==> config.mk <==
export PLATFORM = sky130hd
export DESIGN_NAME = lru_key_value_cache
export DESIGN_NICKNAME = d
export VERILOG_FILES = /design/src/hw/rtl/lkv_pkg.sv /design/src/hw/rtl/lru_key_value_cache.sv /design/src/hw/rtl/lkv_cell.sv
export SDC_FILE = /design/constraint.sdc
export NUM_CORES = 1
export LEC_CHECK = 0
export BUFFER_PORTS_ARGS = -buffer_cell sky130_fd_sc_hd__buf_2
export CAP_MARGIN = 10
export CORE_AREA = 2 2 432 434
export CTS_CLUSTER_SIZE = 24
export DETAILED_ROUTE_END_ITERATION = 10
export DIE_AREA = 0 0 434 436
export PLACE_DENSITY = 0.4
export SKIP_LAST_GASP = 1
export SYNTH_ARGS = -nofsm -noshare
export SYNTH_HDL_FRONTEND = slang
export SYNTH_SLANG_ARGS = --single-unit
==> constraint.sdc <==
create_clock -name clk -period 11.4 [get_ports clk]
set_clock_uncertainty 0.05 [all_clocks]
set_input_delay 1.71 -clock clk [delete_from_list [all_inputs] [get_ports clk]]
set_output_delay 1.71 -clock clk [all_outputs]
set_load 0.005 [all_outputs]
==> src/hw/rtl/lkv_pkg.sv <==
package lkv_pkg;

  typedef logic [31:0] value_t;

  localparam logic OP_GET = 1'b0;
  localparam logic OP_SET = 1'b1;

  localparam logic [4:0] CAP_RESET = 5'd16;

  typedef enum logic [1:0] {
    S_IDLE,
    S_LOOK,
    S_UPD
  } state_t;

  // per-cell shift control
  typedef struct packed {
    logic upd;
    logic [7:0] tgt;
  } cell_ctl_t;

endpackage

==> src/hw/rtl/lru_key_value_cache.sv <==
// channel | ports                                                    | direction
// in      | in_valid, in_stall, in_operation, in_key, in_write_value | in
// out     | out_valid, out_stall, out_hit, out_read_value            | out
// cfg     | cfg_we, cfg_wdata                                        | in
//
// Each transfer has a compare state across all cells, then a shift state.
// Entries are kept in recency order along the cell chain, cell 0 most recent.
// A get waits in the compare cycle while its output register is still held.
// rst_n clears valid bits, the fill count and capacity (16); no clearing pass.
module lru_key_value_cache import lkv_pkg::*; #(
  parameter int CAPACITY = 16,
  parameter int KEY_BITS = 32
) (
  input  logic               clk,
  input  logic               rst_n,
  input  logic               in_valid,
  output logic               in_stall,
  input  logic               in_operation,
  input  logic signed [31:0] in_key,
  input  logic signed [31:0] in_write_value,
  output logic               out_valid,
  input  logic               out_stall,
  output logic               out_hit,
  output logic signed [31:0] out_read_value,
  input  logic               cfg_we,
  input  logic [4:0]         cfg_wdata
);

  localparam int KB    = (KEY_BITS < 32) ? KEY_BITS : 32;
  localparam int IDX_W = (CAPACITY > 1) ? $clog2(CAPACITY) : 1;
  localparam int CNT_W = $clog2(CAPACITY + 1);
  localparam int EW    = (CNT_W > 5) ? CNT_W : 5;

  state_t           state_r, state_nxt;
  logic             op_r;
  logic [KB-1:0]    key_r;
  value_t           wval_r;
  logic             hit_r;
  value_t           hval_r;
  logic [IDX_W-1:0] tgt_r;
  logic             ins_r;
  logic [CNT_W-1:0] cnt_r;
  logic [4:0]       cap_r;
  logic             out_valid_r, out_valid_nxt;
  logic             out_hit_r;
  value_t           out_val_r;

  logic [KB-1:0]    cell_key   [CAPACITY];
  value_t           cell_val   [CAPACITY];
  logic             cell_valid [CAPACITY];
  logic [CAPACITY-1:0] match;

  logic             in_xfer;
  logic             look;
  logic             cell_upd;
  logic             out_load;
  cell_ctl_t        ctl;
  logic             hit_c;
  value_t           hval_c;
  logic [IDX_W-1:0] hidx_c;
  logic [EW-1:0]    cap_ext, eff_cap;
  logic             evict;
  logic [CNT_W-1:0] cnt_m1;
  logic [IDX_W-1:0] tgt_c;
  logic             ins_c;
  value_t           head_val;

  assign in_xfer = in_valid && !in_stall;

  // lookup across the chain
  always_comb begin
    hit_c  = 1'b0;
    hval_c = '0;
    hidx_c = '0;
    for (int i = 0; i < CAPACITY; i++) begin
      if (match[i]) begin
        hit_c  = 1'b1;
        hval_c = hval_c | cell_val[i];
        hidx_c = hidx_c | IDX_W'(i);
      end
    end
  end

  always_comb begin
    cap_ext = EW'(cap_r);
    if (cap_ext == '0) begin
      eff_cap = EW'(1);
    end else if (cap_ext > EW'(CAPACITY)) begin
      eff_cap = EW'(CAPACITY);
    end else begin
      eff_cap = cap_ext;
    end
    evict  = (EW'(cnt_r) >= eff_cap) || (cnt_r == CNT_W'(CAPACITY));
    cnt_m1 = cnt_r - CNT_W'(1);
    if (hit_c) begin
      tgt_c = hidx_c;
    end else if (evict) begin
      tgt_c = cnt_m1[IDX_W-1:0];
    end else begin
      tgt_c = cnt_r[IDX_W-1:0];
    end
    ins_c = (op_r == OP_SET) && !hit_c && !evict;
  end

  always_comb begin
    state_nxt = state_r;
    in_stall  = 1'b1;
    look      = 1'b0;
    cell_upd  = 1'b0;
    out_load  = 1'b0;
    case (state_r)
      S_IDLE: begin
        in_stall = 1'b0;
        if (in_valid) begin
          state_nxt = S_LOOK;
        end
      end
      S_LOOK: begin
        look = 1'b1;
        if (!((op_r == OP_GET) && out_valid_r && out_stall)) begin
          state_nxt = S_UPD;
        end
      end
      S_UPD: begin
        in_stall = 1'b0;
        cell_upd = hit_r || (op_r == OP_SET);
        out_load = (op_r == OP_GET);
        state_nxt = in_valid ? S_LOOK : S_IDLE;
      end
      default: begin
        state_nxt = S_IDLE;
      end
    endcase
    out_valid_nxt = out_load || (out_valid_r && out_stall);
  end

  assign ctl.upd  = cell_upd;
  assign ctl.tgt  = 8'(tgt_r);
  assign head_val = (op_r == OP_GET) ? hval_r : wval_r;

  for (genvar g = 0; g < CAPACITY; g++) begin : g_cell
    if (g == 0) begin : g_head
      lkv_cell #(.KB(KB), .IDX_W(IDX_W), .IDX(g)) u_cell (
        .clk          (clk),
        .rst_n        (rst_n),
        .key_i        (key_r),
        .ctl_i        (ctl),
        .prev_key_i   (key_r),
        .prev_val_i   (head_val),
        .prev_valid_i (1'b1),
        .key_o        (cell_key[g]),
        .val_o        (cell_val[g]),
        .valid_o      (cell_valid[g]),
        .match_o      (match[g])
      );
    end else begin : g_body
      lkv_cell #(.KB(KB), .IDX_W(IDX_W), .IDX(g)) u_cell (
        .clk          (clk),
        .rst_n        (rst_n),
        .key_i        (key_r),
        .ctl_i        (ctl),
        .prev_key_i   (cell_key[g-1]),
        .prev_val_i   (cell_val[g-1]),
        .prev_valid_i (cell_valid[g-1]),
        .key_o        (cell_key[g]),
        .val_o        (cell_val[g]),
        .valid_o      (cell_valid[g]),
        .match_o      (match[g])
      );
    end
  end

  always_ff @(posedge clk) begin
    if (!rst_n) begin
      state_r     <= S_IDLE;
      cnt_r       <= '0;
      cap_r       <= CAP_RESET;
      out_valid_r <= 1'b0;
    end else begin
      state_r     <= state_nxt;
      out_valid_r <= out_valid_nxt;
      if (cfg_we) begin
        cap_r <= cfg_wdata;
      end
      if (cell_upd && ins_r) begin
        cnt_r <= cnt_r + CNT_W'(1);
      end
    end
  end

  always_ff @(posedge clk) begin
    if (in_xfer) begin
      op_r   <= in_operation;
      key_r  <= in_key[KB-1:0];
      wval_r <= in_write_value;
    end
    if (look) begin
      hit_r  <= hit_c;
      hval_r <= hval_c;
      tgt_r  <= tgt_c;
      ins_r  <= ins_c;
    end
    if (out_load) begin
      out_hit_r <= hit_r;
      out_val_r <= hval_r;
    end
  end

  assign out_valid      = out_valid_r;
  assign out_hit        = out_hit_r;
  assign out_read_value = out_val_r;

endmodule

==> src/hw/rtl/lkv_cell.sv <==
module lkv_cell import lkv_pkg::*; #(
  parameter int KB    = 32,
  parameter int IDX_W = 4,
  parameter int IDX   = 0
) (
  input  logic          clk,
  input  logic          rst_n,
  input  logic [KB-1:0] key_i,
  input  cell_ctl_t     ctl_i,
  input  logic [KB-1:0] prev_key_i,
  input  value_t        prev_val_i,
  input  logic          prev_valid_i,
  output logic [KB-1:0] key_o,
  output value_t        val_o,
  output logic          valid_o,
  output logic          match_o
);

  localparam logic [IDX_W-1:0] POS = IDX_W'(IDX);

  logic [KB-1:0] key_r;
  value_t        val_r;
  logic          valid_r;
  logic          shift;

  // cells at or below the target position take their neighbor's entry
  assign shift   = ctl_i.upd && (POS <= ctl_i.tgt[IDX_W-1:0]);
  assign match_o = valid_r && (key_r == key_i);
  assign key_o   = key_r;
  assign val_o   = val_r;
  assign valid_o = valid_r;

  always_ff @(posedge clk) begin
    if (!rst_n) begin
      valid_r <= 1'b0;
    end else if (shift) begin
      valid_r <= prev_valid_i;
    end
  end

  always_ff @(posedge clk) begin
    if (shift) begin
      key_r <= prev_key_i;
      val_r <= prev_val_i;
    end
  end

endmodule

==> Word-level counts from Yosys, hierarchy flattened <==
Cells that the tools add are included.
{ "op_classes": {"addsub": 2, "n_lt_le_gt_ge": 18, "n_eq_ne": 21, "muxes": 60, "n_bitwise": 16, "n_reduce_logical": 48} }
{ "ops": {"columns": ["cell", "count"], "rows": [
  ["2-to-1 mux 32 bit", 17],
  ["equality test 32 bit", 16],
  ["bitwise OR 32 bit", 15],
  ["2-to-1 mux 4 bit", 10],
  ["logical AND 1 bit", 39],
  ["less-or-equal comparator 4 bit (first input constant)", 8],
  ["2-to-1 mux 1 bit", 22],
  ["less-or-equal comparator 3 x 4 -> 1 bit (first input constant)", 4],
  ["2-to-1 mux 3 bit", 4],
  ["2-to-1 mux 5 bit", 2],
  ["less-or-equal comparator 1 x 4 -> 1 bit (first input constant)", 2],
  ["less-or-equal comparator 2 x 4 -> 1 bit (first input constant)", 2],
  ["2-to-1 mux 2 bit", 4],
  ["one-hot mux 2 bit (3 select lines)", 1],
  ["adder 5 x 1 -> 5 bit (second input constant)", 1],
  ["equality test 5 bit (second input constant)", 1],
  [">= comparator 5 bit", 1],
  ["> comparator 5 bit (second input constant)", 1],
  ["logical NOT 5 bit", 1],
  ["!= test 2 bit (second input constant)", 2],
  ["subtractor 4 x 1 -> 4 bit (second input constant)", 1],
  ["logical OR 1 bit", 3],
  ["equality test 2 x 1 -> 1 bit (second input constant)", 1],
  ["equality test 2 bit (second input constant)", 1],
  ["other kinds (5)", 6]
]} }
{ "word_totals": {"ff_bits": 1189, "input_bits": 75, "out_inout_bits": 35} }

==> Logic depth before layout (Yosys ltp) <==
Gate-level depths: netlist (run 1).
{ "depth": {"word_depth": 33, "mapped_depth": 12} }

==> Modules after synthesis <==
A second synthesis (run 1) with hierarchy kept.
{ "unflattened": {"hier_cells": 2433, "area_unflattened_um2": 45245.9} }
{ "modules_own_cells": {"columns": ["module", "instances", "cells_each", "area_per_inst_um2", "seq_area_each_um2"], "rows": [
  ["lru_key_value_cache", 1, 634, 8064.0, 4344.2],
  ["lkv_cell at g_cell[11].g_body.u_cell ...", 2, 114, 2326.0, 1941.9],
  ["lkv_cell at g_cell[13].g_body.u_cell ...", 2, 112, 2324.7, 1941.9],
  ["lkv_cell at g_cell[10].g_body.u_cell ...", 2, 112, 2323.5, 1941.9],
  ["lkv_cell at g_cell[14].g_body.u_cell ...", 2, 112, 2322.2, 1941.9],
  ["lkv_cell at g_cell[12].g_body.u_cell ...", 2, 112, 2319.7, 1941.9],
  ["lkv_cell at g_cell[7].g_body.u_cell", 1, 113, 2334.7, 1941.9],
  ["lkv_cell at g_cell[5].g_body.u_cell", 1, 113, 2328.5, 1941.9],
  ["lkv_cell at g_cell[3].g_body.u_cell", 1, 113, 2327.2, 1941.9],
  ["lkv_cell at g_cell[6].g_body.u_cell", 1, 113, 2324.7, 1941.9],
  ["lkv_cell at g_cell[4].g_body.u_cell", 1, 112, 2321.0, 1941.9],
  ["lkv_cell at g_cell[0].g_head.u_cell", 1, 111, 2313.5, 1941.9]
]} }

==> Least setup slack after synthesis (run 1) <==
OpenSTA, ideal clock, no wires.
{ "synth_path": {"kind": "register to register", "start": "register op_r", "end": "register g_cell[15].g_body.u_cell.valid_r", "t_arrival_ns": 9.265, "required_time_ns": 11.228, "setup_slack_ns": 1.963, "stages_incl_launch_ff": 11, "n_path_buf": 1, "period_less_slack_ns": 9.437, "cell_sequence": "edfxtp_1 buf_2 nor2_1 nor2_1 nand2_1 inv_1 nand2_1 inv_1 and3_1 mux2i_1 nor2b_1"} }
{ "synth_via": {"elab_chain_cells": 3} }
{ "synth_rtl": {"columns": ["item", "line_no", "rtl"], "rows": [
  ["start, declared", "lru_key_value_cache.sv:35", "logic op_r;"],
  ["start signal, assigned", "lru_key_value_cache.sv:193", "op_r <= in_operation;"],
  ["logical OR 1 bit", "lru_key_value_cache.sv:126", "cell_upd = hit_r || (op_r == OP_SET);"],
  ["2-to-1 mux 1 bit", "lru_key_value_cache.sv:111", "case (state_r)"],
  ["logical AND 1 bit", "lkv_cell.sv:27", "assign shift = ctl_i.upd && (POS <= ctl_i.tgt[IDX_W-1:0]);"],
  ["via g_cell[15].g_body.u_cell.shift", "lkv_cell.sv:24", "logic shift;"],
  ["end signal, assigned", "lkv_cell.sv:37", "valid_r <= prev_valid_i;"],
  ["end, declared", "lkv_cell.sv:23", "logic valid_r;"]
]} }
The timed path passes the listed nets, and every way through them passes these cells.
A chain may end at the register's enable or synchronous reset.

==> Worst setup path in the final report (run 1) <==
{ "layout_path": {"start": "register state_r[0]", "end": "register g_cell[15].g_body.u_cell.valid_r"} }
{ "layout_via": {"elab_chain_cells": 3} }
{ "layout_rtl": {"columns": ["item", "line_no", "rtl"], "rows": [
  ["start, declared", "lru_key_value_cache.sv:34", "state_t state_r, state_nxt;"],
  ["start signal, assigned", "lru_key_value_cache.sv:180", "state_r <= state_nxt;"],
  ["equality test 2 bit", "lru_key_value_cache.sv:111", null],
  ["2-to-1 mux 1 bit", "lru_key_value_cache.sv:111", null],
  ["logical AND 1 bit", "lkv_cell.sv:27", null],
  ["via g_cell[15].g_body.u_cell.shift", "lkv_cell.sv:24", null]
]} }
The timed path passes the listed nets, and every way through them passes these cells.

==> flow_metrics.py, run 1 <==
metrics = {
    "critical_path": {
        "slowest_delay_ns": 0.66,
        "startpoint_type": "flop",
        "crit_required_ns": 12.00,
        "cp.arrival_ns": 5.16,
        "worstPathMaxFanout": 40,
        "crit_slowest_cell": "and3_4",
        "crit_type": "flop to flop",
        "crit_chain": "nand2b_1 > nor2_4 > nand2_1 > clkinv_2 > nand2_1 > clkinv_2 > and3_4 > buf_4 > mux2i_1 > nor2b_1",
        "end_kind": "flop",
    },
    "clocking": {
        "cts-resized-gates": 0,
        "cts_root_buf": "clkbuf_16",
        "cts_tree": "yes",
        "clk_pin_slew_ns": 0.06,
        "cts_buffers": 136,
        "cts_setup_buffers": 0,
        "cts_max_level": 4,
        "clkSinkCount": 1189,
        "clk_path_buf_depth": 3,
        "hold_buffers": 0,
        "insertion_delay_ns": 0.77,
    },
    "yosys": {
        "synth_seq_cells": 1189,
        "synth_area_leaders": "edfxtp_1 (76%), xor2_1 (9.3%), a221oi_1 (2.5%)",
        "synth-main-ff-cell": "edfxtp_1",
        "yosysTopAreaCell": "edfxtp_1",
        "ys_seq_area_frac": 0.7723,
        "synth_common_cells": "edfxtp_1 (1160), xor2_1 (489), a221oi_1 (129), a22o_1 (128), nor4_1 (115)",
        "async_flop_share": 0,
        "synth_cells": 2487,
        "yosysWarnings": 0,
        "synth_edf_count": 1160,
        "synth_area_mm2": 0.04585,
        "synth_cell_types": 48,
        "synth_top_area_share": 0.7597,
        "syn_area_per_cell_um2": 18.44,
        "syn-num-nets": 2570,
        "synth_most_common_cell": "edfxtp_1",
    },
    "sta": {
        "tightest_slew_ns": 1.193,
        "finalCritPeriodShare": 0.3994,
        "fmax_ghz": 0.2196,
        "fin_crit_ns": 4.554,
        "rsz0062_at_grt": "false",
        "slew_headroom": 0.2049,
        "slew_viol_final": 0,
        "setup_viol": 0,
        "tns_ns": 0,
        "hold_viol_final": 0,
    },
    "floorplan": {
        "fp.dieH_um": 436,
        "die_w_um": 434,
        "pin_count": 110,
        "core-area_mm2": 0.1846,
        "num_rows": 158,
        "die_area_mm2": 0.1892,
        "start_util": 0.2483,
    },
    "routing": {
        "wirelength_um": 138500,
        "post_drt_wl_per_cell_um": 26.29,
        "vias": 23800,
        "drc": 0,
        "viasPerCell": 4.518,
        "ant_nets": 0,
        "drtIter0Drc": 2154,
        "dr.pass1.iters": 5,
    },
    "worst_hold_path": {
        "hold_path.class": "flop to flop",
    },
    "grt": {
        "grt_max_degree": 57,
        "grt_antenna_before_repair": 3,
        "grt-ovfl-total": 0,
        "grt_pass1_wl_um": 196300,
        "grt_pass1_vias": 25600,
        "grt_util_all_layers": 0.1451,
    },
    "place": {
        "place_hpwl_um": 83070,
        "post-place-cells": 5022,
        "place_congestion": 0.7575,
        "dpl_cell_area_mm2": 0.04931,
        "portBuffers": 109,
    },
    "power": {
        "peakVddDrop_uv": 143.9,
        "p_leak_uw": 0.01739,
        "p_per_area_mw_per_mm2": 175.8,
    },
    "status": {
        "outcome": "finished clean",
    },
    "layout": {
        "final_cells": 5267,
        "num-nets-final": 2763,
        "design_area_mm2": 0.05359,
        "area_growth_pct": 16.87,
        "drive_above_1_share": 0.1590,
    },
    "run": {
        "max_cap_viol_count": 0,
    },
}
## critical path: cells and delay by family (launching register included)
kind / cells / cell delay, ns
flip-flops: 1 / 0.41
buffers and inverters: 3 / 1.59
multiplexers: 1 / 0.25
AND/OR/NAND/NOR: 6 / 2.05
## cells in the final DEF, fill, tap and decap left out, types with 19 or more instances in the layout
master	count
a221oi_1	129
a22o_1	128
buf_2	109
buf_4	71
clkbuf_1	27
clkbuf_16	140
clkinv_1	29
clkinv_2	25
dfxtp_1	29
edfxtp_1	1160
mux2_2	33
nand2_1	19
nand3_1	31
nand4_1	51
nor4_1	115
xnor2_1	26
xor2_1	489
## registers in the layout, indices dropped and copies added, names as in the netlist, 2 cells and up
register                      flops
tgt_r                             4
key_r                            32
g_cell.g_head.u_cell.val_o       32
out_read_value                   32
g_cell.g_body.u_cell.val_o      480
hval_r                           32
cap_ext                           5
g_cell.g_head.u_cell.key_o       32
state_r                           2
g_cell.g_body.u_cell.valid_o     15
g_cell.g_body.u_cell.key_o      480
cnt_r                             5
wval_r                           32
## cells by family (layout without fill, tap and decap cells)
| logic type | after synthesis | in the layout | synth area share |
|---|---|---|---|
| XOR/XNOR | 515 | 515 | 0.09837 |
| adder cells (fa/ha/maj) | 8 | 8 | 0.002183 |
| multiplexers | 50 | 50 | 0.01192 |
| other | 0 | 1 | 0 |
| AND/OR/NAND/NOR | 305 | 305 | 0.04039 |
| buffers and inverters | 136 | 435 | 0.02137 |
| AO/OA/AOI/OAI | 284 | 284 | 0.05343 |
| flip-flops | 1189 | 1189 | 0.7723 |
## metrics by stage
stage	hold slack (ns)	setup WS (ns)	total power [µW]	util
5_1_grt	0.4008	6.523	9698	0.2902
3_3_place_gp	0.3783	6.828	5241	0.2670
2_1_floorplan	0.3722	1.963	5119	-
3_5_place_dp	0.3821	6.761	5242	0.2670
4_1_cts	0.3845	6.775	9529	0.2902
6_report	0.3888	6.846	9418	0.2902
## where the power goes
part / switching [µW] / internal, µW
combinational: 199 / 87.7
sequential: 36.8 / 4820
clock: 1810 / 2460
total: 2050 / 7370
## cell type report
| class | instances | area, µm² |
|---|---|---|
| clock inverter | 72 | 603.1 |
| fill | 18280 | 131100 |
| antenna | 1 | 2.502 |
| sequential | 1189 | 35410 |
| multi-input combinational | 1162 | 9668 |
| clock buffer | 172 | 3674 |
| tap | 2480 | 3103 |
| timing repair buffer | 180 | 1079 |
| inverter | 11 | 45.04 |
## routing by layer
layer	wire [µm]	global-route usage
met1	57860	0.1838
met2	68870	0.2479
met3	7881	0.02683
met4	3840	0.04839
met5	15	0
## worst paths after layout
check                                                   startpoint                                  to  slack [ns]  cells after the start
worst max-delay path                                    state_r[0]    g_cell[15].g_body.u_cell.valid_o        6.85                     10
worst min-delay path            g_cell[10].g_body.u_cell.val_o[29]  g_cell[11].g_body.u_cell.val_o[29]        0.39                      0
worst max register to register                          state_r[0]    g_cell[15].g_body.u_cell.valid_o        6.85                     10
worst min register to register  g_cell[10].g_body.u_cell.val_o[29]  g_cell[11].g_body.u_cell.val_o[29]        0.39                      0
No activity file was read; power rests on OpenSTA's default activity.
==> inputs of run 2 (changes only) <==
--- a/config.mk
+++ b/config.mk
@@ -5,13 +5,14 @@
 export SDC_FILE = /design/constraint.sdc
 export NUM_CORES = 1
 export LEC_CHECK = 0
+export ABC_AREA = 1
 export BUFFER_PORTS_ARGS = -buffer_cell sky130_fd_sc_hd__buf_2
 export CAP_MARGIN = 10
-export CORE_AREA = 2 2 432 434
+export CORE_AREA = 2 2 443 445
 export CTS_CLUSTER_SIZE = 24
 export DETAILED_ROUTE_END_ITERATION = 10
-export DIE_AREA = 0 0 434 436
-export PLACE_DENSITY = 0.4
+export DIE_AREA = 0 0 445 447
+export PLACE_DENSITY = 0.41
 export SKIP_LAST_GASP = 1
 export SYNTH_ARGS = -nofsm -noshare
 export SYNTH_HDL_FRONTEND = slang
==> constraint.sdc (replaced) <==
create_clock -name clk -period 4.18 [get_ports clk]
set_clock_uncertainty 0.05 [all_clocks]
set_input_delay 0.627 -clock clk [delete_from_list [all_inputs] [get_ports clk]]
set_output_delay 0.627 -clock clk [all_outputs]
set_load 0.005 [all_outputs]
==> flow_metrics.py, run 2 <==
metrics = {
    "status": {
        "outcome": "finished clean",
    },
    "worst_hold_path": {
        "hold_path_startpoint": "cfg_we",
        "hold_path.class": "input pin to flop",
        "hold_depth": 2,
        "holdPathEnd": "cap_ext[4]",
    },
    "power": {
        "combPwrFrac": 0.041,
        "p_switching_uw": 5973,
        "total_power_uw": 25950,
        "switching_share": 0.2302,
        "p_seq_frac": 0.513,
        "power.internal_uw": 19980,
        "p_per_area_mw_per_mm2": 454.0,
        "p_leak_uw": 0.02039,
        "peakVddDrop_uv": 322.2,
        "clockPowerShare": 0.446,
    },
    "yosys": {
        "yosysWarnings": 0,
        "ys_seq_area_frac": 0.7332,
        "synth_most_common_cell": "nand2_1",
        "synth_common_cells": "nand2_1 (1445), edfxtp_1 (1160), nor2_1 (330), inv_1 (238), o21ai_0 (186)",
        "synth_cells": 4029,
        "synth-main-ff-cell": "edfxtp_1",
        "syn-num-nets": 4112,
        "synth_cell_types": 43,
        "synth_edf_count": 1160,
        "async_flop_share": 0,
        "synth_area_mm2": 0.04830,
        "syn_area_per_cell_um2": 11.99,
        "yosysTopAreaCell": "edfxtp_1",
        "synth_area_leaders": "edfxtp_1 (72%), nand2_1 (11%), nor2_1 (2.6%)",
        "synth_top_area_share": 0.7212,
        "synth_seq_cells": 1189,
    },
    "place": {
        "place_hpwl_um": 105200,
        "portBuffers": 109,
        "place_congestion": 0.8721,
    },
    "sta": {
        "slew_viol_final": 0,
        "slew_headroom": 0.2537,
        "setup_viol": 0,
        "finalCritPeriodShare": 0.7421,
        "fin_crit_ns": 3.102,
        "rsz0062_at_grt": "false",
        "tightest_slew_ns": 1.119,
        "fmax_ghz": 0.3224,
        "hold_viol_final": 0,
        "tns_ns": 0,
    },
    "clocking": {
        "insertion_delay_ns": 0.79,
        "clkSinkCount": 1189,
        "cts_setup_buffers": 0,
        "cts_tree": "yes",
        "cts-resized-gates": 0,
        "hold_buffers": 69,
        "clk_path_buf_depth": 3,
        "cts_root_buf": "clkbuf_16",
        "cts_buffers": 134,
        "cts_max_level": 4,
        "clk_pin_slew_ns": 0.06,
    },
    "routing": {
        "drtIter0Drc": 2656,
        "viasPerCell": 4.413,
        "vias": 30760,
        "ant_nets": 0,
        "drc": 0,
        "wirelength_um": 158700,
        "dr.pass1.iters": 6,
        "post_drt_wl_per_cell_um": 22.77,
    },
    "grt": {
        "grt-ovfl-total": 0,
        "grt_antenna_before_repair": 2,
        "grt_util_all_layers": 0.1586,
        "grt_max_degree": 63,
        "grt_pass1_wl_um": 227000,
        "grt_pass1_vias": 31400,
    },
    "layout": {
        "n_fill_cell": 19790,
        "layout_common_cells": "nand2_1 (1445), edfxtp_1 (1160), nor2_1 (322)",
        "area_growth_pct": 18.36,
        "drive_above_1_share": 0.1090,
        "num-nets-final": 4397,
        "final_common_cell": "nand2_1",
    },
    "critical_path": {
        "worstPathMaxFanout": 18,
        "crit_type": "flop to flop",
        "startpoint_type": "flop",
        "cp.arrival_ns": 3.69,
        "end_kind": "flop",
        "r2r_end": "hval_r[17]",
        "crit_required_ns": 4.77,
        "rr_startpoint": "key_r[14]",
        "r2r_slack_ns": 1.08,
        "r2r_cells": 12,
    },
    "floorplan": {
        "num_rows": 162,
        "pin_count": 110,
        "core-area_mm2": 0.1942,
        "die_area_mm2": 0.1989,
        "fp.dieH_um": 447,
        "die_w_um": 445,
        "start_util": 0.2487,
    },
    "run": {
        "max_cap_viol_count": 0,
    },
}
[run 2: worst max-delay path by stage]
stage | start | end | slack (ns) | cells after the start
after global placement | hit_r | g_cell[5].g_body.u_cell.val_o[21] | 1.06 | 7
after CTS | key_r[6] | hval_r[28] | 1.04 | 14
after global routing | key_r[17] | hval_r[16] | 0.88 | 13
after floorplan | state_r[1] | g_cell[13].g_body.u_cell.key_o[0] | -0.86 | 8
final | key_r[14] | hval_r[17] | 1.08 | 12
after detailed placement | key_r[20] | hval_r[28] | 1.06 | 14
[run 2: cells by family after synthesis]
group,Yosys count,synth area share
AND/OR/NAND/NOR,2020,0.1697
buffers and inverters,395,0.03870
adder cells (fa/ha/maj),8,0.002072
XOR/XNOR,152,0.02756
AO/OA/AOI/OAI,265,0.02878
flip-flops,1189,0.7332
[run 2: routing by layer]
metal / GRT usage / vias up / routed length, µm / share of wire
met5: 0 / - / 0 / 0
met4: 0.05467 / 0 / 4732 / 0.030
met3: 0.02299 / 241 / 7710 / 0.049
met2: 0.2685 / 938 / 76880 / 0.48
met1: 0.2068 / 15310 / 69400 / 0.44
li1: - / 14270 / - / -
[run 2: power groups by stage]
| stage | clock, µW | combinational (µW) | sequential (µW) |
|---|---|---|---|
| 6_report | 11600 | 1060 | 13300 |
| 5_1_grt | 12300 | 1160 | 13300 |
| 4_1_cts | 11800 | 1070 | 13300 |
| 3_5_place_dp | 0 | 1020 | 13600 |
| 3_3_place_gp | 0 | 1020 | 13600 |
| 2_1_floorplan | 0 | 565 | 13500 |
[run 2: critical path, stage by stage (launching register included)]
cell      delay [ns]
edfxtp_1        0.43
inv_2           0.52
o21ai_0         0.15
nor2_1          0.11
nand2_1         0.07
nor2_1          0.17
nand3_1         0.24
nor2_4          0.47
buf_4           0.39
nand2_1         0.12
nand4_1         0.10
nor2_1          0.05
nand2_1         0.06
[run 2: layout make-up]
cell class              instances  area (µm²)  area share
flip-flops and latches       1189       35420      0.6195
well taps                    2542        3181     0.05564
repair buffers                283        2162     0.03782
diodes                          5       12.51   0.0002189
multi-input cells            2445       11190      0.1957
clock inverters                85       740.7     0.01296
inverters                     261       993.5     0.01738
clock buffers                 160        3472     0.06074
[run 2: stage by stage]
stage / worst slack, ns / hold WS [ns] / cell area, µm² / util / instances
6_report: 1.078 / 0.06790 / 57170 / 0.2944 / 6970
5_1_grt: 0.8812 / 0.06332 / 57160 / 0.2943 / 6966
4_1_cts: 1.036 / 0.009778 / 57150 / 0.2943 / 6965
3_5_place_dp: 1.056 / 0.3817 / 52250 / 0.2691 / 6651
3_3_place_gp: 1.061 / 0.3789 / 52250 / 0.2691 / 6651
2_1_floorplan: -0.8650 / 0.3610 / 48400 / - / 4029
